`src/sv/cif_pkg.sv`:
```
package cif_pkg;

    localparam int ID_W          = 29;
    localparam int LEN_W         = 7;
    localparam int DATA_W        = 64;
    localparam int PAYLOAD_BYTES = 8;

    // item opcodes
    localparam logic [1:0] OP_FRAME  = 2'd0;
    localparam logic [1:0] OP_ADD    = 2'd1;
    localparam logic [1:0] OP_REMOVE = 2'd2;

    // result status codes
    localparam logic STATUS_DONE = 1'b0;
    localparam logic STATUS_FULL = 1'b1;

    typedef enum logic {
        ST_IDLE,
        ST_READ
    } state_t;

    typedef struct packed {
        logic [1:0]        op;
        logic [ID_W-1:0]   can_id;
        logic [LEN_W-1:0]  frame_len;
        logic [DATA_W-1:0] frame_data;
        logic              rule_active;
        logic              rule_block;
        logic              rule_modify;
        logic [DATA_W-1:0] rule_mask;
        logic [DATA_W-1:0] rule_payload;
    } in_word_t;

    typedef struct packed {
        logic              blocked;
        logic              modified;
        logic [DATA_W-1:0] data_out;
        logic              status;
    } out_word_t;

    // rule body kept in the slot memory
    typedef struct packed {
        logic              active;
        logic              block;
        logic              modify;
        logic [DATA_W-1:0] mask;
        logic [DATA_W-1:0] payload;
    } rule_entry_t;

    // identifier table update command
    typedef struct packed {
        logic set;
        logic clear;
    } cam_cmd_t;

endpackage

```
`src/sv/cif_id_cam.sv`:
```
module cif_id_cam #(
    parameter int RULE_SLOTS = 16,
    parameter int SLOT_W     = 4
) (
    input  logic                      clk,
    input  logic                      rst_n,
    input  logic [cif_pkg::ID_W-1:0]  lookup_id,
    output logic                      hit,
    output logic [SLOT_W-1:0]         hit_idx,
    output logic                      free_found,
    output logic [SLOT_W-1:0]         free_idx,
    input  cif_pkg::cam_cmd_t         cmd,
    input  logic [SLOT_W-1:0]         cmd_idx,
    input  logic [cif_pkg::ID_W-1:0]  cmd_id
);

    logic [RULE_SLOTS-1:0]    valid_reg;
    logic [cif_pkg::ID_W-1:0] id_reg [RULE_SLOTS];
    logic [RULE_SLOTS-1:0]    hit_vec;

    always_ff @(posedge clk or negedge rst_n)
    begin
        if (!rst_n)
        begin
            valid_reg <= '0;
        end
        else if (cmd.set)
        begin
            valid_reg[cmd_idx] <= 1'b1;
        end
        else if (cmd.clear)
        begin
            valid_reg[cmd_idx] <= 1'b0;
        end
    end

    // identifiers are only compared while their slot is valid
    always_ff @(posedge clk)
    begin
        if (cmd.set)
        begin
            id_reg[cmd_idx] <= cmd_id;
        end
    end

    // parallel compare, at most one slot can match
    always_comb
    begin
        hit_idx = '0;
        for (int i = 0; i < RULE_SLOTS; i++)
        begin
            hit_vec[i] = valid_reg[i] && (id_reg[i] == lookup_id);
            if (hit_vec[i])
            begin
                hit_idx = hit_idx | SLOT_W'(i);
            end
        end
        hit = |hit_vec;
    end

    // lowest free slot
    always_comb
    begin
        free_found = 1'b0;
        free_idx   = '0;
        for (int i = RULE_SLOTS - 1; i >= 0; i--)
        begin
            if (!valid_reg[i])
            begin
                free_found = 1'b1;
                free_idx   = SLOT_W'(i);
            end
        end
    end

    a_single_match: assert property (@(posedge clk) disable iff (!rst_n)
        $onehot0(hit_vec))
        else $error("identifier held by more than one slot");

    a_set_marks_valid: assert property (@(posedge clk) disable iff (!rst_n)
        cmd.set |=> valid_reg[$past(cmd_idx)])
        else $error("slot not valid after rule write");

endmodule

```
`src/sv/can_id_filter_payload_rewriter_unit.sv`:
```
// can identifier filter with masked payload rewrite
//
// item channel (item_valid / item_stall / item) carries one word per item:
// a frame to look up, a rule to add or replace, or a rule to remove.
// result channel (result_valid / result_stall / result) returns exactly one
// word per item, in order.
// rule identifiers sit in a flop table compared in parallel; the rule body
// (flags, mask, payload) lives in a single-port-style slot memory with a
// registered read.
// add, remove and unused opcodes: the table is updated at the accept edge and
// the result word is loaded the same edge, so these run one item per cycle
// while the result channel does not stall. frames: the slot memory read is
// registered and the merged word is loaded into the result register in the
// read state; the next item is taken once the frame has left that state.
// a full table rejects an add with status full and leaves the table as is.
// reset clears the slot valid bits, the state machine and the result valid
// flag; no clearing pass is needed.
// while result_stall holds a valid word, that word stays put and item_stall
// is high, so no further item is taken; a frame in its read cycle always
// finds the result register empty and never waits.
module can_id_filter_payload_rewriter_unit #(
    parameter int RULE_SLOTS = 16
) (
    input  logic               clk,
    input  logic               rst_n,
    input  logic               item_valid,
    output logic               item_stall,
    input  cif_pkg::in_word_t  item,
    output logic               result_valid,
    input  logic               result_stall,
    output cif_pkg::out_word_t result
);

    localparam int SLOT_W = (RULE_SLOTS > 1) ? $clog2(RULE_SLOTS) : 1;

    // fsm and result register
    cif_pkg::state_t    state_reg, state_next;
    logic               out_valid_reg, out_valid_next;
    cif_pkg::out_word_t out_word_reg, out_word_next;

    // frame held while the slot memory is read
    logic                          hit_reg, hit_next;
    logic [cif_pkg::LEN_W-1:0]     len_reg, len_next;
    logic [cif_pkg::DATA_W-1:0]    data_reg, data_next;

    // slot memory
    cif_pkg::rule_entry_t rule_mem [RULE_SLOTS];
    cif_pkg::rule_entry_t rd_data_reg;
    cif_pkg::rule_entry_t wr_entry;
    logic                 mem_we;
    logic                 mem_re;
    logic [SLOT_W-1:0]    mem_widx;

    // identifier table
    logic                 hit;
    logic [SLOT_W-1:0]    hit_idx;
    logic                 free_found;
    logic [SLOT_W-1:0]    free_idx;
    cif_pkg::cam_cmd_t    cam_cmd;

    logic                 out_free;
    logic                 accept;
    logic [cif_pkg::DATA_W-1:0] span;
    logic [cif_pkg::DATA_W-1:0] merge_mask;

    cif_id_cam #(
        .RULE_SLOTS (RULE_SLOTS),
        .SLOT_W     (SLOT_W)
    ) u_id_cam (
        .clk        (clk),
        .rst_n      (rst_n),
        .lookup_id  (item.can_id),
        .hit        (hit),
        .hit_idx    (hit_idx),
        .free_found (free_found),
        .free_idx   (free_idx),
        .cmd        (cam_cmd),
        .cmd_idx    (mem_widx),
        .cmd_id     (item.can_id)
    );

    // result slot is free if empty or being drained this edge
    assign out_free     = !out_valid_reg || !result_stall;
    assign item_stall   = !((state_reg == cif_pkg::ST_IDLE) && out_free);
    assign accept       = item_valid && !item_stall;
    assign result_valid = out_valid_reg;
    assign result       = out_word_reg;

    // bytes below frame_len take part in the rewrite
    always_comb
    begin
        for (int b = 0; b < cif_pkg::PAYLOAD_BYTES; b++)
        begin
            span[8*b +: 8] = {8{(len_reg > cif_pkg::LEN_W'(b))}};
        end
        merge_mask = rd_data_reg.mask & span;
    end

    assign wr_entry = '{active:  item.rule_active,
                        block:   item.rule_block,
                        modify:  item.rule_modify,
                        mask:    item.rule_mask,
                        payload: item.rule_payload};

    always_comb
    begin
        state_next     = state_reg;
        out_valid_next = out_valid_reg && result_stall;
        out_word_next  = out_word_reg;
        hit_next       = hit_reg;
        len_next       = len_reg;
        data_next      = data_reg;
        mem_we         = 1'b0;
        mem_re         = 1'b0;
        mem_widx       = hit ? hit_idx : free_idx;
        cam_cmd        = '{set: 1'b0, clear: 1'b0};

        case (state_reg)
            cif_pkg::ST_IDLE:
            begin
                if (accept)
                begin
                    out_word_next = '{blocked:  1'b0,
                                      modified: 1'b0,
                                      data_out: '0,
                                      status:   cif_pkg::STATUS_DONE};
                    case (item.op)
                        cif_pkg::OP_FRAME:
                        begin
                            mem_re     = 1'b1;
                            hit_next   = hit;
                            len_next   = item.frame_len;
                            data_next  = item.frame_data;
                            state_next = cif_pkg::ST_READ;
                        end
                        cif_pkg::OP_ADD:
                        begin
                            out_valid_next = 1'b1;
                            if (hit || free_found)
                            begin
                                mem_we      = 1'b1;
                                cam_cmd.set = 1'b1;
                            end
                            else
                            begin
                                out_word_next.status = cif_pkg::STATUS_FULL;
                            end
                        end
                        cif_pkg::OP_REMOVE:
                        begin
                            out_valid_next = 1'b1;
                            cam_cmd.clear  = hit;
                        end
                        default:
                        begin
                            out_valid_next = 1'b1;
                        end
                    endcase
                end
            end
            cif_pkg::ST_READ:
            begin
                if (out_free)
                begin
                    out_valid_next              = 1'b1;
                    out_word_next.status        = cif_pkg::STATUS_DONE;
                    out_word_next.blocked       = hit_reg && rd_data_reg.active &&
                                                  rd_data_reg.block;
                    out_word_next.modified      = hit_reg && rd_data_reg.active &&
                                                  rd_data_reg.modify;
                    out_word_next.data_out      = data_reg;
                    if (hit_reg && rd_data_reg.active && rd_data_reg.modify)
                    begin
                        out_word_next.data_out = (data_reg & ~merge_mask) |
                                                 (rd_data_reg.payload & merge_mask);
                    end
                    state_next = cif_pkg::ST_IDLE;
                end
            end
            default:
            begin
                state_next = cif_pkg::ST_IDLE;
            end
        endcase
    end

    always_ff @(posedge clk or negedge rst_n)
    begin
        if (!rst_n)
        begin
            state_reg     <= cif_pkg::ST_IDLE;
            out_valid_reg <= 1'b0;
        end
        else
        begin
            state_reg     <= state_next;
            out_valid_reg <= out_valid_next;
        end
    end

    always_ff @(posedge clk)
    begin
        out_word_reg <= out_word_next;
        hit_reg      <= hit_next;
        len_reg      <= len_next;
        data_reg     <= data_next;
    end

    // slot memory: write on add, registered read on frame lookup; one item
    // at a time, so a read never overlaps a write to the same slot
    always_ff @(posedge clk)
    begin
        if (mem_we)
        begin
            rule_mem[mem_widx] <= wr_entry;
        end
        if (mem_re)
        begin
            rd_data_reg <= rule_mem[hit_idx];
        end
    end

    a_read_after_frame: assert property (@(posedge clk) disable iff (!rst_n)
        (state_reg == cif_pkg::ST_READ) |->
            ($past(accept && (item.op == cif_pkg::OP_FRAME)) ||
             $past(state_reg == cif_pkg::ST_READ)))
        else $error("read state entered without a frame");

    a_result_source: assert property (@(posedge clk) disable iff (!rst_n)
        $rose(out_valid_reg) |->
            ($past(accept) || $past(state_reg == cif_pkg::ST_READ)))
        else $error("result word appeared without an item");

    a_full_only_on_add: assert property (@(posedge clk) disable iff (!rst_n)
        (accept && (item.op == cif_pkg::OP_FRAME)) |=>
            (!out_valid_reg || !$past(result_stall) ||
             (out_word_reg.status == cif_pkg::STATUS_DONE) ||
             $stable(out_word_reg)))
        else $error("frame reported a table-full status");

endmodule

```
`config.mk`:
```
export PLATFORM = sky130hd
export DESIGN_NAME = can_id_filter_payload_rewriter_unit
export DESIGN_NICKNAME = d
export VERILOG_FILES = /design/src/sv/cif_pkg.sv /design/src/sv/cif_id_cam.sv /design/src/sv/can_id_filter_payload_rewriter_unit.sv
export SDC_FILE = /design/constraint.sdc
export NUM_CORES = 2
export LEC_CHECK = 0
export BUFFER_PORTS_ARGS = -buffer_cell sky130_fd_sc_hd__buf_2
export CAP_MARGIN = 10
export CORE_UTILIZATION = 50
export DETAILED_ROUTE_END_ITERATION = 6
export GPL_TIMING_DRIVEN = 0
export PLACE_DENSITY_LB_ADDON = 0.3
export SLEW_MARGIN = 20
export SYNTH_ARGS = -nofsm -noshare
export SYNTH_HDL_FRONTEND = slang
export SYNTH_SLANG_ARGS = --single-unit
export TNS_END_PERCENT = 100
```
`constraint.sdc`:
```
create_clock -name clk -period 15.2 [get_ports clk]
set_input_delay 3.04 -clock clk [delete_from_list [all_inputs] [get_ports clk]]
set_output_delay 3.04 -clock clk [all_outputs]
set_load 0.02 [all_outputs]
```
==> out/results.txt <==
clock-pin slew on the worst setup and hold paths - 0.06 ns
xor/xnor cell area share of the yosys netlist - 3.544%
post-synthesis instance total - 6294
simple logic cell fraction of the synthesized area - 2.682%
gr ovfl total - 0
flip-flop count of the largest register after layout - 2096
min-delay worst type - flip-flop to flip-flop
worst r2r src - u_id_cam.id_reg[6][19]$_DFFE_PP_
via-per-instance ratio - 6.014
largest area contributor in the synthesized netlist - sky130_fd_sc_hd__edfxtp_1
post-synthesis adder-cell area fraction - 0%
CTS Sinks - 2848
Nets - 7344
total placed instance area - 0.1235 sq mm
main combinational cell family by area after synthesis - multiplexers
Num CTS Buffers - 310
buffer cell driving the clock tree root - sky130_fd_sc_hd__clkbuf_16
kind of start point of the critical path - input port
required time of the worst setup path - 15.84 ns
slowest stage delay, CP - 0.84 ns
top_reg_cell synth - sky130_fd_sc_hd__edfxtp_1
setup bufs post-CTS - 0
maximum fanout along the worst path - 18
Vias - 62200
measured slew at the worst slew-check pin - 1.283 ns
max-cap check violation count - 0
gp weighted congestion - 0.8544
number of inserted filler cells in the final layout - 16500
top cells by area in the synthesized netlist - sky130_fd_sc_hd__edfxtp_1, sky130_fd_sc_hd__mux2i_1, sky130_fd_sc_hd__xnor2_1
async set-or-reset flop fraction in the synthesized netlist - 0.6320%
synthesized area divided by synthesized cell count - 18.10 sq um
Post-Route WL - 327400 microns
Final Instance Area - 0.1328 sq mm
standard cell with the maximum stage delay on the critical path - sky130_fd_sc_hd__nor2_4
WHS Endpoint - result[37]$_SDFFCE_PN0P_
wire length of the first global-routing pass - 453200 microns
final routed wire length divided by cell count - 31.66 microns
cts repair resizes - 0
setup clock skew after layout - 0.08404 ns
Final setup viols - 0
fin crit period - 8.398 ns
DR DRC count - 4
count of standard-cell rows - 174
area overhead of the layout relative to synthesis - 16.55%
most frequent cell after synthesis - sky130_fd_sc_hd__edfxtp_1
top cell type's share of synthesized area - 74.59%
vias in the first global route - 60990
CTS max path bufs - 4
CTS tree - yes
Starting Density - 50.52%
area occupied by multi-input gates - 0.02633 sq mm
flop and latch count out of synthesis - 2848
start-to-end type of the worst setup path - input port to flip-flop
worst reg-to-reg setup slack - 9.61 ns
IR Drop Worst-Case VDD - 0.0001042 V
detailed-routing iteration count for the pre-antenna-repair pass - 7
hold wc startpoint - data_reg[36]$_DFFE_PP_
number of flops mapped to enable cells by yosys - 2830
worst slew margin relative to its limit - 14.44%
Compound-Gate Fraction of Synth Area - 1.330%
fmax - 0.1191 GHz
floorplan die area - 0.2298 sq mm
static power due to leakage - 47.01 nW
violated checks - DRC
Commonest cells post-synth - sky130_fd_sc_hd__edfxtp_1, sky130_fd_sc_hd__mux2i_1, sky130_fd_sc_hd__xnor2_1
Slew Limit Fails - 0
critical path endpoint category - flip-flop
count of unique library cells instantiated by Yosys - 54
Sequential cell area - 0.08543 sq mm
RSZ-0062 raised after global routing - no
source of the critical timing path - item[219]
overall power - 16.45 mW
endpoint arrival time on the critical path - 9.04 ns
ANT nets after route - 0
worst-path cell chain - buf_2 > buf_2 > buf_6 > xnor2_1 > nand4_1 > nor4_1 > nand2_1 > nand4_1 > nor4_2 > clkbuf_1 > nand4_1 > nor2_4 > buf_16 > buf_12 > buf_16 > buf_12 > buf_16
area of the core - 0.2255 sq mm
multiplexer share of the synthesized area - 15.38%
port buffer count - 305
number of antenna violations at the first check in global routing - 69
yosys warns - 0
pin count of the biggest net entering global routing - 27
post-route fraction of the period consumed by the critical path - 55.25%
Reg-to-Reg End - rule_mem[3][62]$_DFFE_PP_
H-tree depth - 5
overall routing resource usage - 28.12%
Worst R2R Path Depth - 14
layout cells sized above 1 - 16.37%
clock latency of the later-clocked register in the worst-skew pair - 0.97 ns
Initial DRC Count - 7992
Post-CTS Hold Fix Bufs - 0
number of primary I/O pins - 306
Mapped Nets - 6531
run status - finished, violations left
number of cells traversed by the worst hold path - 2
Final Hold Fails - 0
netlist area before placement - 0.1139 sq mm
HPWL Detailed - 219200 microns
Chip Height - 479.4 microns
Seq/Total Area, Yosys - 74.98%
power density relative to cell area - 123.9 mW/mm^2
Setup TNS Final - 0 ns
Die Width - 479.4 microns
## final cells by class
type,instances,area share [%]
clock buffers,388,6.150
multi-input cells,3085,19.82
flip-flops and latches,2848,64.34
diodes,28,0.05277
well taps,2992,2.819
inverters,46,0.1300
clock inverters,140,0.7632
repair buffers,501,4.259
plain buffers,315,1.666
## metrics by stage
| stage | instances | hold WS, ns | util [%] | setup WS (ns) |
|---|---|---|---|---|
| after global routing | 10330 | 0.6243 | 58.86 | 6.707 |
| after CTS | 10320 | 0.5922 | 58.84 | 6.780 |
| after floorplan | 6294 | 0.5078 | - | 2.184 |
| after global placement | 9591 | 0.5460 | 52.85 | -7.525 |
| after detailed placement | 9787 | 0.5864 | 54.77 | 5.834 |
| final | 10340 | 0.6018 | 58.88 | 6.802 |
## worst max-delay path by stage
| stage | end | slack, ns | cells after the start |
|---|---|---|---|
| after floorplan | rd_data_reg[0]$_DFFE_PP_ | 2.18 | 3 |
| after global placement | rule_mem[2][46]$_DFFE_PP_ | -7.52 | 12 |
| after CTS | rule_mem[3][78]$_DFFE_PP_ | 6.78 | 17 |
| after global routing | rule_mem[3][62]$_DFFE_PP_ | 6.71 | 17 |
| final | rule_mem[3][62]$_DFFE_PP_ | 6.80 | 17 |
| after detailed placement | rule_mem[3][99]$_DFFE_PP_ | 5.83 | 17 |
## where the power goes
part / switching [mW] / leakage, nW / internal (mW)
clock: 2.97 / 4.48 / 3.99
sequential: 0.0551 / 25.8 / 8.78
combinational: 0.461 / 16.8 / 0.195
total: 3.48 / 47.0 / 13.0
## cells in the final DEF (no fill, tap or decap), types with 12 or more instances in the layout
cell                        netlist  layout
sky130_fd_sc_hd__edfxtp_1      2830    2830
sky130_fd_sc_hd__mux2i_1       1747    1747
sky130_fd_sc_hd__buf_2          137     442
sky130_fd_sc_hd__xnor2_1        415     415
sky130_fd_sc_hd__clkbuf_16        0     315
sky130_fd_sc_hd__nand2_1        260     260
sky130_fd_sc_hd__nand4_1        136     136
sky130_fd_sc_hd__clkbuf_1        48     115
sky130_fd_sc_hd__nand3_1        114     114
sky130_fd_sc_hd__a21oi_1         94      88
sky130_fd_sc_hd__buf_12           2      86
sky130_fd_sc_hd__buf_6           72      78
sky130_fd_sc_hd__buf_16           0      78
sky130_fd_sc_hd__buf_4           38      63
sky130_fd_sc_hd__clkinv_1         0      63
sky130_fd_sc_hd__inv_1           46      46
sky130_fd_sc_hd__xor2_1          46      46
sky130_fd_sc_hd__clkinv_2         0      46
sky130_fd_sc_hd__nor4_1          41      38
sky130_fd_sc_hd__o21ai_0         37      37
sky130_fd_sc_hd__o21ai_1         32      32
sky130_fd_sc_hd__diode_2          0      28
sky130_fd_sc_hd__nor3_1          24      22
sky130_fd_sc_hd__a2111oi_0       20      20
sky130_fd_sc_hd__nor2_1          36      19
sky130_fd_sc_hd__dfrtp_1         18      18
sky130_fd_sc_hd__nor2_4           0      16
sky130_fd_sc_hd__buf_8           12      15
sky130_fd_sc_hd__a2bb2oi_1       15      15
sky130_fd_sc_hd__a222oi_1        15      15
sky130_fd_sc_hd__bufinv_16        0      12
## worst max-delay path: cells and delay by family
kind | cells | cell delay (ns)
buffers and inverters | 9 | 3.04
AND/OR/NAND/NOR | 7 | 2.74
XOR/XNOR | 1 | 0.13
## metal layers
metal	GRT usage, %	vias to the layer above	wire, microns
met1	36.88	31820	124500
met4	13.16	30	16100
li1	-	26130	-
met3	5.732	698	30670
met2	45.15	3525	155900
met5	0	-	186
## kinds of logic (layout without fill, tap and decap cells)
kind of cell | count (synthesis) | in the layout
DFF | 2848 | 2848
muxes | 1750 | 1750
xor gates and xnor gates | 461 | 461
and+or+nand+nor | 630 | 630
AOI/OAI and AO/OA | 244 | 244
buffers and inverters | 361 | 1390
other | 0 | 28
Power figures use the tool's default switching activity.
